**src/rtl/sorted_datetime_table_assert.svh**
```systemverilog
// Assertion macros used by the sorted date-time table top level.
`ifndef SORTED_DATETIME_TABLE_ASSERT_SVH
`define SORTED_DATETIME_TABLE_ASSERT_SVH

// Checks that the consequent holds in the same cycle as the antecedent.
`define SDT_ASSERT_SAME(label, ante, cons, msg) \
   label: assert property (@(posedge clock) disable iff (reset) (ante) |-> (cons)) \
      else $error(msg);

// Checks that the consequent holds in the cycle after the antecedent.
`define SDT_ASSERT_NEXT(label, ante, cons, msg) \
   label: assert property (@(posedge clock) disable iff (reset) (ante) |=> (cons)) \
      else $error(msg);

`endif

```
**src/rtl/sdt_pkg.sv**
```systemverilog
// Types and codes shared by the sorted date-time table modules.
`timescale 1ns / 1ps

package sdt_pkg;

   localparam int KEY_W = 32;
   localparam int POS_W = 6;
   localparam int OUT_W = 6;

   typedef enum logic [2:0] {
      OP_SORTED_INSERT = 3'd0,
      OP_INSERT_AT     = 3'd1,
      OP_REMOVE_KEY    = 3'd2,
      OP_REMOVE_AT     = 3'd3,
      OP_FIND          = 3'd4
   } opcode_type;

   typedef enum logic [1:0] {
      ST_OK      = 2'd0,
      ST_FULL    = 2'd1,
      ST_MISSING = 2'd2,
      ST_BADPOS  = 2'd3
   } status_type;

   typedef logic [KEY_W-1:0] key_type;

   // Shift command broadcast to every cell.
   typedef struct packed {
      logic ins;
      logic rem;
   } cmd_type;

   // Compare results a cell reports against the broadcast key.
   typedef struct packed {
      logic lt;
      logic eq;
   } flag_type;

endpackage

```
**src/rtl/sorted_datetime_table.sv**
```systemverilog
// Top level of the sorted date-time table: a row of shifting slot cells and a sequencer.
//
// Usage: one item enters on the req_ channel and carries an opcode (req_tuser) and a
// date-time key plus a position (req_tdata). Exactly one result item leaves on the
// rsp_ channel per input item, carrying status, slot index and entry count.
// Every slot compares itself with the broadcast key in parallel, and an insert or a
// removal moves all slots behind the target by one place at once.
// Sequence: an accepted item runs through compare, search and apply states; its result
// is written to the output register when the apply step fires with the output free.
// Items are taken one at a time: each passes the compare and priority search stages
// in turn before the table is updated, and the next item waits until it is done.
// req_tready is high only while no item is in progress; a new item may be taken while
// the previous result still waits in the output register.
// If the receiver stalls, the item in the apply step waits and the table is not
// changed until the output register is free.
// Reset empties the table (the count goes to zero); slot contents are not cleared.
`timescale 1ns / 1ps
`include "sorted_datetime_table_assert.svh"

module sorted_datetime_table #(
   parameter int CAPACITY = 32
) (
   input  logic        clock,
   input  logic        reset,
   input  logic        req_tvalid,
   output logic        req_tready,
   // [11:0] key_year, [15:12] key_month, [20:16] key_day, [25:21] key_hour,
   // [31:26] key_minute, [37:32] position, [39:38] zero
   input  logic [39:0] req_tdata,
   // [2:0] opcode
   input  logic [2:0]  req_tuser,
   output logic        rsp_tvalid,
   input  logic        rsp_tready,
   // [1:0] status, [7:2] slot_index, [13:8] entry_count, [15:14] zero
   output logic [15:0] rsp_tdata
);

   localparam int CNT_W  = $clog2(CAPACITY + 1);
   localparam int SLOT_W = $clog2(CAPACITY);
   localparam int CMP_W  = (CNT_W > sdt_pkg::POS_W) ? CNT_W : sdt_pkg::POS_W;

   typedef enum logic [1:0] {
      S_IDLE,
      S_CMP,
      S_SRCH,
      S_APPLY
   } state_type;

   state_type                   state_ff;
   sdt_pkg::opcode_type         op_ff;
   sdt_pkg::key_type            key_ff;
   logic [sdt_pkg::POS_W-1:0]   pos_ff;
   logic [CNT_W-1:0]            count_ff;
   logic                        rsp_valid_ff;
   sdt_pkg::status_type         rsp_status_ff;
   logic [sdt_pkg::OUT_W-1:0]   rsp_slot_ff;
   logic [sdt_pkg::OUT_W-1:0]   rsp_count_ff;

   sdt_pkg::key_type            entry_w [CAPACITY];
   sdt_pkg::flag_type           flag_w  [CAPACITY];
   logic [SLOT_W-1:0]           hit_idx;
   logic                        hit_any;

   sdt_pkg::cmd_type            cmd_w;
   sdt_pkg::cmd_type            cell_cmd;
   sdt_pkg::status_type         status_w;
   logic [CNT_W-1:0]            target_w;
   logic [CNT_W-1:0]            slot_w;
   logic [CNT_W-1:0]            count_in;
   logic [CMP_W-1:0]            slot_wide;
   logic [CMP_W-1:0]            count_wide;
   logic [CMP_W-1:0]            pos_wide;
   logic [CMP_W-1:0]            cur_wide;
   logic                        req_accept;
   logic                        out_free;
   logic                        fire;
   logic                        full;
   logic [CNT_W-1:0]            hit_cnt;

   assign req_tready = state_ff == S_IDLE;
   assign req_accept = req_tvalid && req_tready;
   assign out_free   = !rsp_valid_ff || rsp_tready;
   assign fire       = (state_ff == S_APPLY) && out_free;

   for (genvar g = 0; g < CAPACITY; g++) begin : g_cell
      sdt_pkg::key_type left_w;
      sdt_pkg::key_type right_w;
      if (g == 0) begin : g_first
         assign left_w = key_ff;
      end else begin : g_mid_l
         assign left_w = entry_w[g-1];
      end
      if (g == CAPACITY - 1) begin : g_last
         assign right_w = entry_w[g];
      end else begin : g_mid_r
         assign right_w = entry_w[g+1];
      end
      sdt_cell #(
         .SLOT  (g),
         .CNT_W (CNT_W)
      ) u_cell (
         .clock       (clock),
         .cmd         (cell_cmd),
         .target      (target_w),
         .key         (key_ff),
         .left_entry  (left_w),
         .right_entry (right_w),
         .entry       (entry_w[g]),
         .flags       (flag_w[g])
      );
   end

   sdt_find #(
      .CAPACITY (CAPACITY),
      .SLOT_W   (SLOT_W),
      .CNT_W    (CNT_W)
   ) u_find (
      .clock   (clock),
      .flags   (flag_w),
      .count   (count_ff),
      .sorted  (op_ff == sdt_pkg::OP_SORTED_INSERT),
      .hit_idx (hit_idx),
      .hit_any (hit_any)
   );

   assign hit_cnt  = CNT_W'(hit_idx);
   assign full     = count_ff == CNT_W'(CAPACITY);
   assign pos_wide = CMP_W'(pos_ff);
   assign cur_wide = CMP_W'(count_ff);

   always_comb begin
      cmd_w    = '0;
      status_w = sdt_pkg::ST_OK;
      target_w = '0;
      unique case (op_ff)
         sdt_pkg::OP_SORTED_INSERT: begin
            if (full) begin
               status_w = sdt_pkg::ST_FULL;
            end else begin
               cmd_w.ins = 1'b1;
               target_w  = hit_any ? hit_cnt : count_ff;
            end
         end
         sdt_pkg::OP_INSERT_AT: begin
            priority if (full) begin
               status_w = sdt_pkg::ST_FULL;
            end else if (pos_wide > cur_wide) begin
               status_w = sdt_pkg::ST_BADPOS;
            end else begin
               cmd_w.ins = 1'b1;
               target_w  = CNT_W'(pos_wide);
            end
         end
         sdt_pkg::OP_REMOVE_KEY: begin
            if (!hit_any) begin
               status_w = sdt_pkg::ST_MISSING;
            end else begin
               cmd_w.rem = 1'b1;
               target_w  = hit_cnt;
            end
         end
         sdt_pkg::OP_REMOVE_AT: begin
            if (pos_wide >= cur_wide) begin
               status_w = sdt_pkg::ST_BADPOS;
            end else begin
               cmd_w.rem = 1'b1;
               target_w  = CNT_W'(pos_wide);
            end
         end
         sdt_pkg::OP_FIND: begin
            if (!hit_any) begin
               status_w = sdt_pkg::ST_MISSING;
            end else begin
               target_w = hit_cnt;
            end
         end
         default: begin
            status_w = sdt_pkg::ST_OK;
         end
      endcase
   end

   // Error results and unused opcodes report slot zero.
   assign slot_w   = (status_w == sdt_pkg::ST_OK) ? target_w : '0;
   assign count_in = cmd_w.ins ? count_ff + 1'b1 : (cmd_w.rem ? count_ff - 1'b1 : count_ff);
   assign cell_cmd = fire ? cmd_w : '0;
   assign slot_wide  = CMP_W'(slot_w);
   assign count_wide = CMP_W'(count_in);

   always_ff @(posedge clock) begin
      if (reset) begin
         state_ff     <= S_IDLE;
         count_ff     <= '0;
         rsp_valid_ff <= 1'b0;
      end else begin
         if (rsp_valid_ff && rsp_tready) begin
            rsp_valid_ff <= 1'b0;
         end
         unique case (state_ff)
            S_IDLE: begin
               if (req_accept) begin
                  state_ff <= S_CMP;
               end
            end
            S_CMP: begin
               state_ff <= S_SRCH;
            end
            S_SRCH: begin
               state_ff <= S_APPLY;
            end
            S_APPLY: begin
               if (out_free) begin
                  count_ff     <= count_in;
                  rsp_valid_ff <= 1'b1;
                  state_ff     <= S_IDLE;
               end
            end
            default: begin
               state_ff <= S_IDLE;
            end
         endcase
      end
      if (req_accept) begin
         op_ff  <= sdt_pkg::opcode_type'(req_tuser);
         key_ff <= {req_tdata[11:0], req_tdata[15:12], req_tdata[20:16],
                    req_tdata[25:21], req_tdata[31:26]};
         pos_ff <= req_tdata[37:32];
      end
      if (fire) begin
         rsp_status_ff <= status_w;
         rsp_slot_ff   <= slot_wide[sdt_pkg::OUT_W-1:0];
         rsp_count_ff  <= count_wide[sdt_pkg::OUT_W-1:0];
      end
   end

   assign rsp_tvalid = rsp_valid_ff;
   assign rsp_tdata  = {2'b00, rsp_count_ff, rsp_slot_ff, rsp_status_ff};

   `SDT_ASSERT_SAME(a_count_bound, 1'b1, count_ff <= CNT_W'(CAPACITY),
      "entry count exceeds capacity")
   `SDT_ASSERT_NEXT(a_insert_grows, cell_cmd.ins, count_ff == $past(count_ff) + 1'b1,
      "insert did not add one entry")
   `SDT_ASSERT_SAME(a_error_slot, rsp_valid_ff && rsp_status_ff != sdt_pkg::ST_OK,
      rsp_slot_ff == '0, "error result carries a nonzero slot")
   `SDT_ASSERT_NEXT(a_one_in_flight, req_accept, !req_tready,
      "second item accepted while one is in progress")

endmodule

```
**src/rtl/sdt_cell.sv**
```systemverilog
// One table slot: holds an entry, compares it with the key and shifts with its neighbors.
`timescale 1ns / 1ps

module sdt_cell #(
   parameter int SLOT  = 0,
   parameter int CNT_W = 6
) (
   input  logic              clock,
   input  sdt_pkg::cmd_type  cmd,
   input  logic [CNT_W-1:0]  target,
   input  sdt_pkg::key_type  key,
   input  sdt_pkg::key_type  left_entry,
   input  sdt_pkg::key_type  right_entry,
   output sdt_pkg::key_type  entry,
   output sdt_pkg::flag_type flags
);

   localparam logic [CNT_W-1:0] MY_SLOT = CNT_W'(SLOT);

   sdt_pkg::key_type  entry_ff;
   sdt_pkg::flag_type flags_ff;

   always_ff @(posedge clock) begin
      flags_ff.lt <= entry_ff < key;
      flags_ff.eq <= entry_ff == key;
      if (cmd.ins) begin
         if (MY_SLOT > target) begin
            entry_ff <= left_entry;
         end else if (MY_SLOT == target) begin
            entry_ff <= key;
         end
      end else if (cmd.rem && MY_SLOT >= target) begin
         entry_ff <= right_entry;
      end
   end

   assign entry = entry_ff;
   assign flags = flags_ff;

endmodule

```
**src/rtl/sdt_find.sv**
```systemverilog
// Registered priority search for the lowest occupied slot that flags a hit.
`timescale 1ns / 1ps

module sdt_find #(
   parameter int CAPACITY = 32,
   parameter int SLOT_W   = 5,
   parameter int CNT_W    = 6
) (
   input  logic              clock,
   input  sdt_pkg::flag_type flags [CAPACITY],
   input  logic [CNT_W-1:0]  count,
   input  logic              sorted,
   output logic [SLOT_W-1:0] hit_idx,
   output logic              hit_any
);

   logic [CAPACITY-1:0] hit;
   logic [SLOT_W-1:0]   idx_w;
   logic                any_w;
   logic [SLOT_W-1:0]   idx_ff;
   logic                any_ff;

   // A sorted insert stops at the first entry not below the key; remove and find stop at a match.
   for (genvar g = 0; g < CAPACITY; g++) begin : g_hit
      assign hit[g] = (CNT_W'(g) < count) && (sorted ? !flags[g].lt : flags[g].eq);
   end

   always_comb begin
      idx_w = '0;
      any_w = 1'b0;
      for (int i = CAPACITY - 1; i >= 0; i--) begin
         if (hit[i]) begin
            idx_w = SLOT_W'(i);
            any_w = 1'b1;
         end
      end
   end

   always_ff @(posedge clock) begin
      idx_ff <= idx_w;
      any_ff <= any_w;
   end

   assign hit_idx = idx_ff;
   assign hit_any = any_ff;

endmodule

```
**config.mk**
```make
export PLATFORM = sky130hd
export DESIGN_NAME = sorted_datetime_table
export DESIGN_NICKNAME = d
export VERILOG_FILES = /design/src/rtl/sdt_pkg.sv /design/src/rtl/sorted_datetime_table.sv /design/src/rtl/sdt_cell.sv /design/src/rtl/sdt_find.sv
export VERILOG_INCLUDE_DIRS = /design/src /design/src/rtl
export SDC_FILE = /design/constraint.sdc
export NUM_CORES = 2
export LEC_CHECK = 0
export BUFFER_PORTS_ARGS = -buffer_cell sky130_fd_sc_hd__buf_2
export CELL_PAD_IN_SITES_DETAIL_PLACEMENT = 0
export CELL_PAD_IN_SITES_GLOBAL_PLACEMENT = 1
export CORE_ASPECT_RATIO = 0.5
export CORE_MARGIN = 2
export CORE_UTILIZATION = 52
export CTS_CLUSTER_DIAMETER = 120
export DETAILED_ROUTE_END_ITERATION = 10
export PLACE_DENSITY_LB_ADDON = 0.3
export SYNTH_ARGS = -nofsm -noshare
export SYNTH_HDL_FRONTEND = slang
export SYNTH_SLANG_ARGS = --single-unit
```
**constraint.sdc**
```tcl
create_clock -name clock -period 8.35 [get_ports clock]
set_input_delay 1.2525 -clock clock [delete_from_list [all_inputs] [get_ports clock]]
set_output_delay 1.2525 -clock clock [all_outputs]
set_load 0.01 [all_outputs]
```
==> impl_metrics.tcl <==
set metrics [dict create \
    p_sw_frac 0.369 \
    dieArea_um2 155000 \
    crit_end "g_cell[2].u_cell.entry[2]" \
    grtUsageTotal 0.385 \
    synth_area_leaders "edfxtp_1, ha_1, mux2i_1" \
    postCtsSetupRepairBufs 0 \
    antenna_found_initial 9 \
    hold_buffers 0 \
    p_comb_frac 0.320 \
    fin_setup_tns_ns 0 \
    fin_crit_ns 6.00 \
    fillCellCount 13100 \
    leakage_nw 35.0 \
    initial_utilization 0.522 \
    critPathCaptureType "flip-flop" \
    fin_nets 8779 \
    grt_max_degree 300 \
    grt_pass1_vias 60600 \
    grt_overflow 0 \
    syn_inst 7782 \
    p_seq_frac 0.379 \
    clockRootBuffer "clkbuf_16" \
    wl_per_cell_um 31.2 \
    cts.htree.levels 3 \
    clock_latency_ns 0.76 \
    yosys_most_used_dff "edfxtp_1" \
    crit_start "count_ff[4]" \
    die_x_um 555 \
    synth_area_um2 79000 \
    p_switching_mw 6.75 \
    finClkSkew_ns 0.0410 \
    violations "max-capacitance violations, max-slew violations" \
    synth_top_area_cell "edfxtp_1" \
    worst_pin_slew_ns 1.51 \
    async_flop_share 0 \
    clock_path_buffers 3 \
    peakVddDrop_mv 0.167 \
    ys_ff_latch 1158 \
    rows 101 \
    gp_congestion 1.03 \
    initialDrtViolationCount 9782 \
    io_pins 65 \
    r2r_cells 13 \
    crit_fanout 65 \
    reg2reg_to "g_cell[2].u_cell.entry[2]" \
    numCtsBuffers 114 \
    placeableCoreArea_um2 151000 \
    synth_edf_count 1079 \
    synth_top_area_frac 0.410 \
    outcome "finished, violations left" \
    cp.required_ns 8.74 \
    rrSetupSlack_ns 2.35 \
    drcViolationCount 0 \
    vias 65600 \
    cts_resized 0 \
    max-cap-violations 1 \
    drive_gt1_frac 0.0767 \
    routed_wl_um 306000 \
    power_density_nw_per_um2 215 \
    grt_first_pass_wirelength_um 434000 \
    ys_seq_area_frac 0.430 \
    most-common-layout-cells "nand2_1, edfxtp_1, ha_1" \
    die_h_um 280 \
    area_growth_syn_to_layout_pct 8.10 \
    dr.pass1.iters 6 \
    arrival_ns 6.39 \
    hold_class "flip-flop to flip-flop" \
    cts_tree "done" \
    hold_viol_final 0 \
    synth.distinct_cells 93 \
    synth_warnings 0 \
    power_frac_clock 0.301 \
    rsz0062_at_grt "no" \
    cts.sink_count 1158 \
    fmax_mhz 167 \
    slew_headroom -0.0142 \
    final_common_cell "nand2_1" \
    cp-start-kind "flip-flop" \
    avgSynthCellArea_um2 10.2 \
    fin_cells 9804 \
    ant_nets 0 \
    hpwl_um 226000 \
    reg2reg_from "count_ff[4]" \
    dp.cells 9587 \
    drv_slew 4 \
    timing_worst_setup_path_type "flip-flop to flip-flop" \
    path_clk_slew_ns 0.06 \
    p_int_mw 11.6 \
    port-buffer-count 60 \
    viasPerCell 6.69 \
    setup_viol 0 \
    post-route-period-util 0.719 \
]
worst min path at each step:
stage / startpoint / to / slack (ns) / cells past startpoint
2_1_floorplan: state_ff[0] / state_ff[0] / 0.50 / 2
3_3_place_gp: state_ff[0] / state_ff[0] / 0.53 / 2
3_5_place_dp: state_ff[0] / state_ff[0] / 0.55 / 2
4_1_cts: state_ff[0] / state_ff[0] / 0.56 / 2
5_1_grt: g_cell[31].u_cell.entry[4] / g_cell[30].u_cell.entry[4] / 0.58 / 2
6_report: state_ff[0] / state_ff[0] / 0.56 / 2
logic make-up after synthesis:
family	Yosys count	synth area share
AOI/OAI and AO/OA	2114	0.163
xor gates and xnor gates	8	0.000887
adders and majority gates	1037	0.164
buffers and inverters	551	0.0308
DFF	1158	0.430
muxes	642	0.0818
other	1	0.0000475
and+or+nand+nor	2271	0.129
cell usage after synthesis (38+ instances only):
cell type,instances
nor2b_1,90
o21ai_0,738
dfxtp_1,79
nand4_1,201
a21oi_1,416
buf_2,65
a211oi_1,38
o21a_1,75
o21ai_1,164
a31oi_1,46
nor2_1,277
mux2i_1,611
nand2b_1,55
clkbuf_1,319
a221o_1,39
nand3_1,267
nand2_1,1210
nor3_1,49
ha_1,1037
o211ai_1,198
buf_4,48
a21o_1,255
inv_1,94
edfxtp_1,1079
final cells by class:
cell class	instances	area, µm²	share of cell area
Inverter	99	377	0.00441
Antenna cell	2	5.00	0.0000586
Clock buffer	158	3290	0.0385
Sequential cell	1158	34000	0.398
Multi-Input combinational cell	6074	42900	0.502
Timing Repair Buffer	248	1800	0.0211
Clock inverter	57	528	0.00618
Tap cell	2008	2510	0.0294
power groups by stage:
stage | clock network (mW) | registers [mW] | logic (mW)
6_report | 5.52 | 6.95 | 5.86
5_1_grt | 5.71 | 6.96 | 6.26
4_1_cts | 5.50 | 6.92 | 5.63
3_5_place_dp | 0 | 7.05 | 5.60
3_3_place_gp | 0 | 7.05 | 5.51
2_1_floorplan | 0 | 6.91 | 3.60
layer usage:
metal  part of all wire  global-route usage
met5           0.000092                   0
met4              0.034               0.119
met3               0.16               0.170
met2               0.37               0.493
met1               0.43               0.570
critical path, cell delays in order (launching register included):
cell and delay (ns):
dfxtp_1 0.78, inv_1 0.34, ha_1 0.39, nand4_1 0.15, a21oi_1 0.43, o32a_1 0.58
o21a_1 0.67, inv_4 0.20, nor3_4 0.21, buf_4 0.37, and2_2 0.21, buf_4 0.54
and3_1 0.26, buf_4 0.43
registers in the layout (all words and copies together), names as in the netlist, 3 cells and up:
signal	flops
rsp_count_ff	6
g_cell.u_cell.entry	1024
g_cell.u_cell.flags	64
u_find.hit_idx	5
rsp_slot_ff	6
g_cell.left_w	32
count_ff	6
op_ff	3
pos_ff	6
per-stage QoR:
stage | util | hold WS (ns) | instance area [µm²] | setup slack (ns) | total power, mW
final | 0.565 | 0.560 | 85400 | 2.35 | 18.3
after global routing | 0.565 | 0.576 | 85400 | 2.12 | 18.9
after CTS | 0.565 | 0.557 | 85400 | 2.61 | 18.1
after detailed placement | 0.539 | 0.547 | 81600 | 2.62 | 12.6
after global placement | 0.539 | 0.528 | 81600 | 2.63 | 12.6
after floorplan | - | 0.504 | 79000 | 2.13 | 10.5
Power figures use the tool's default switching activity.
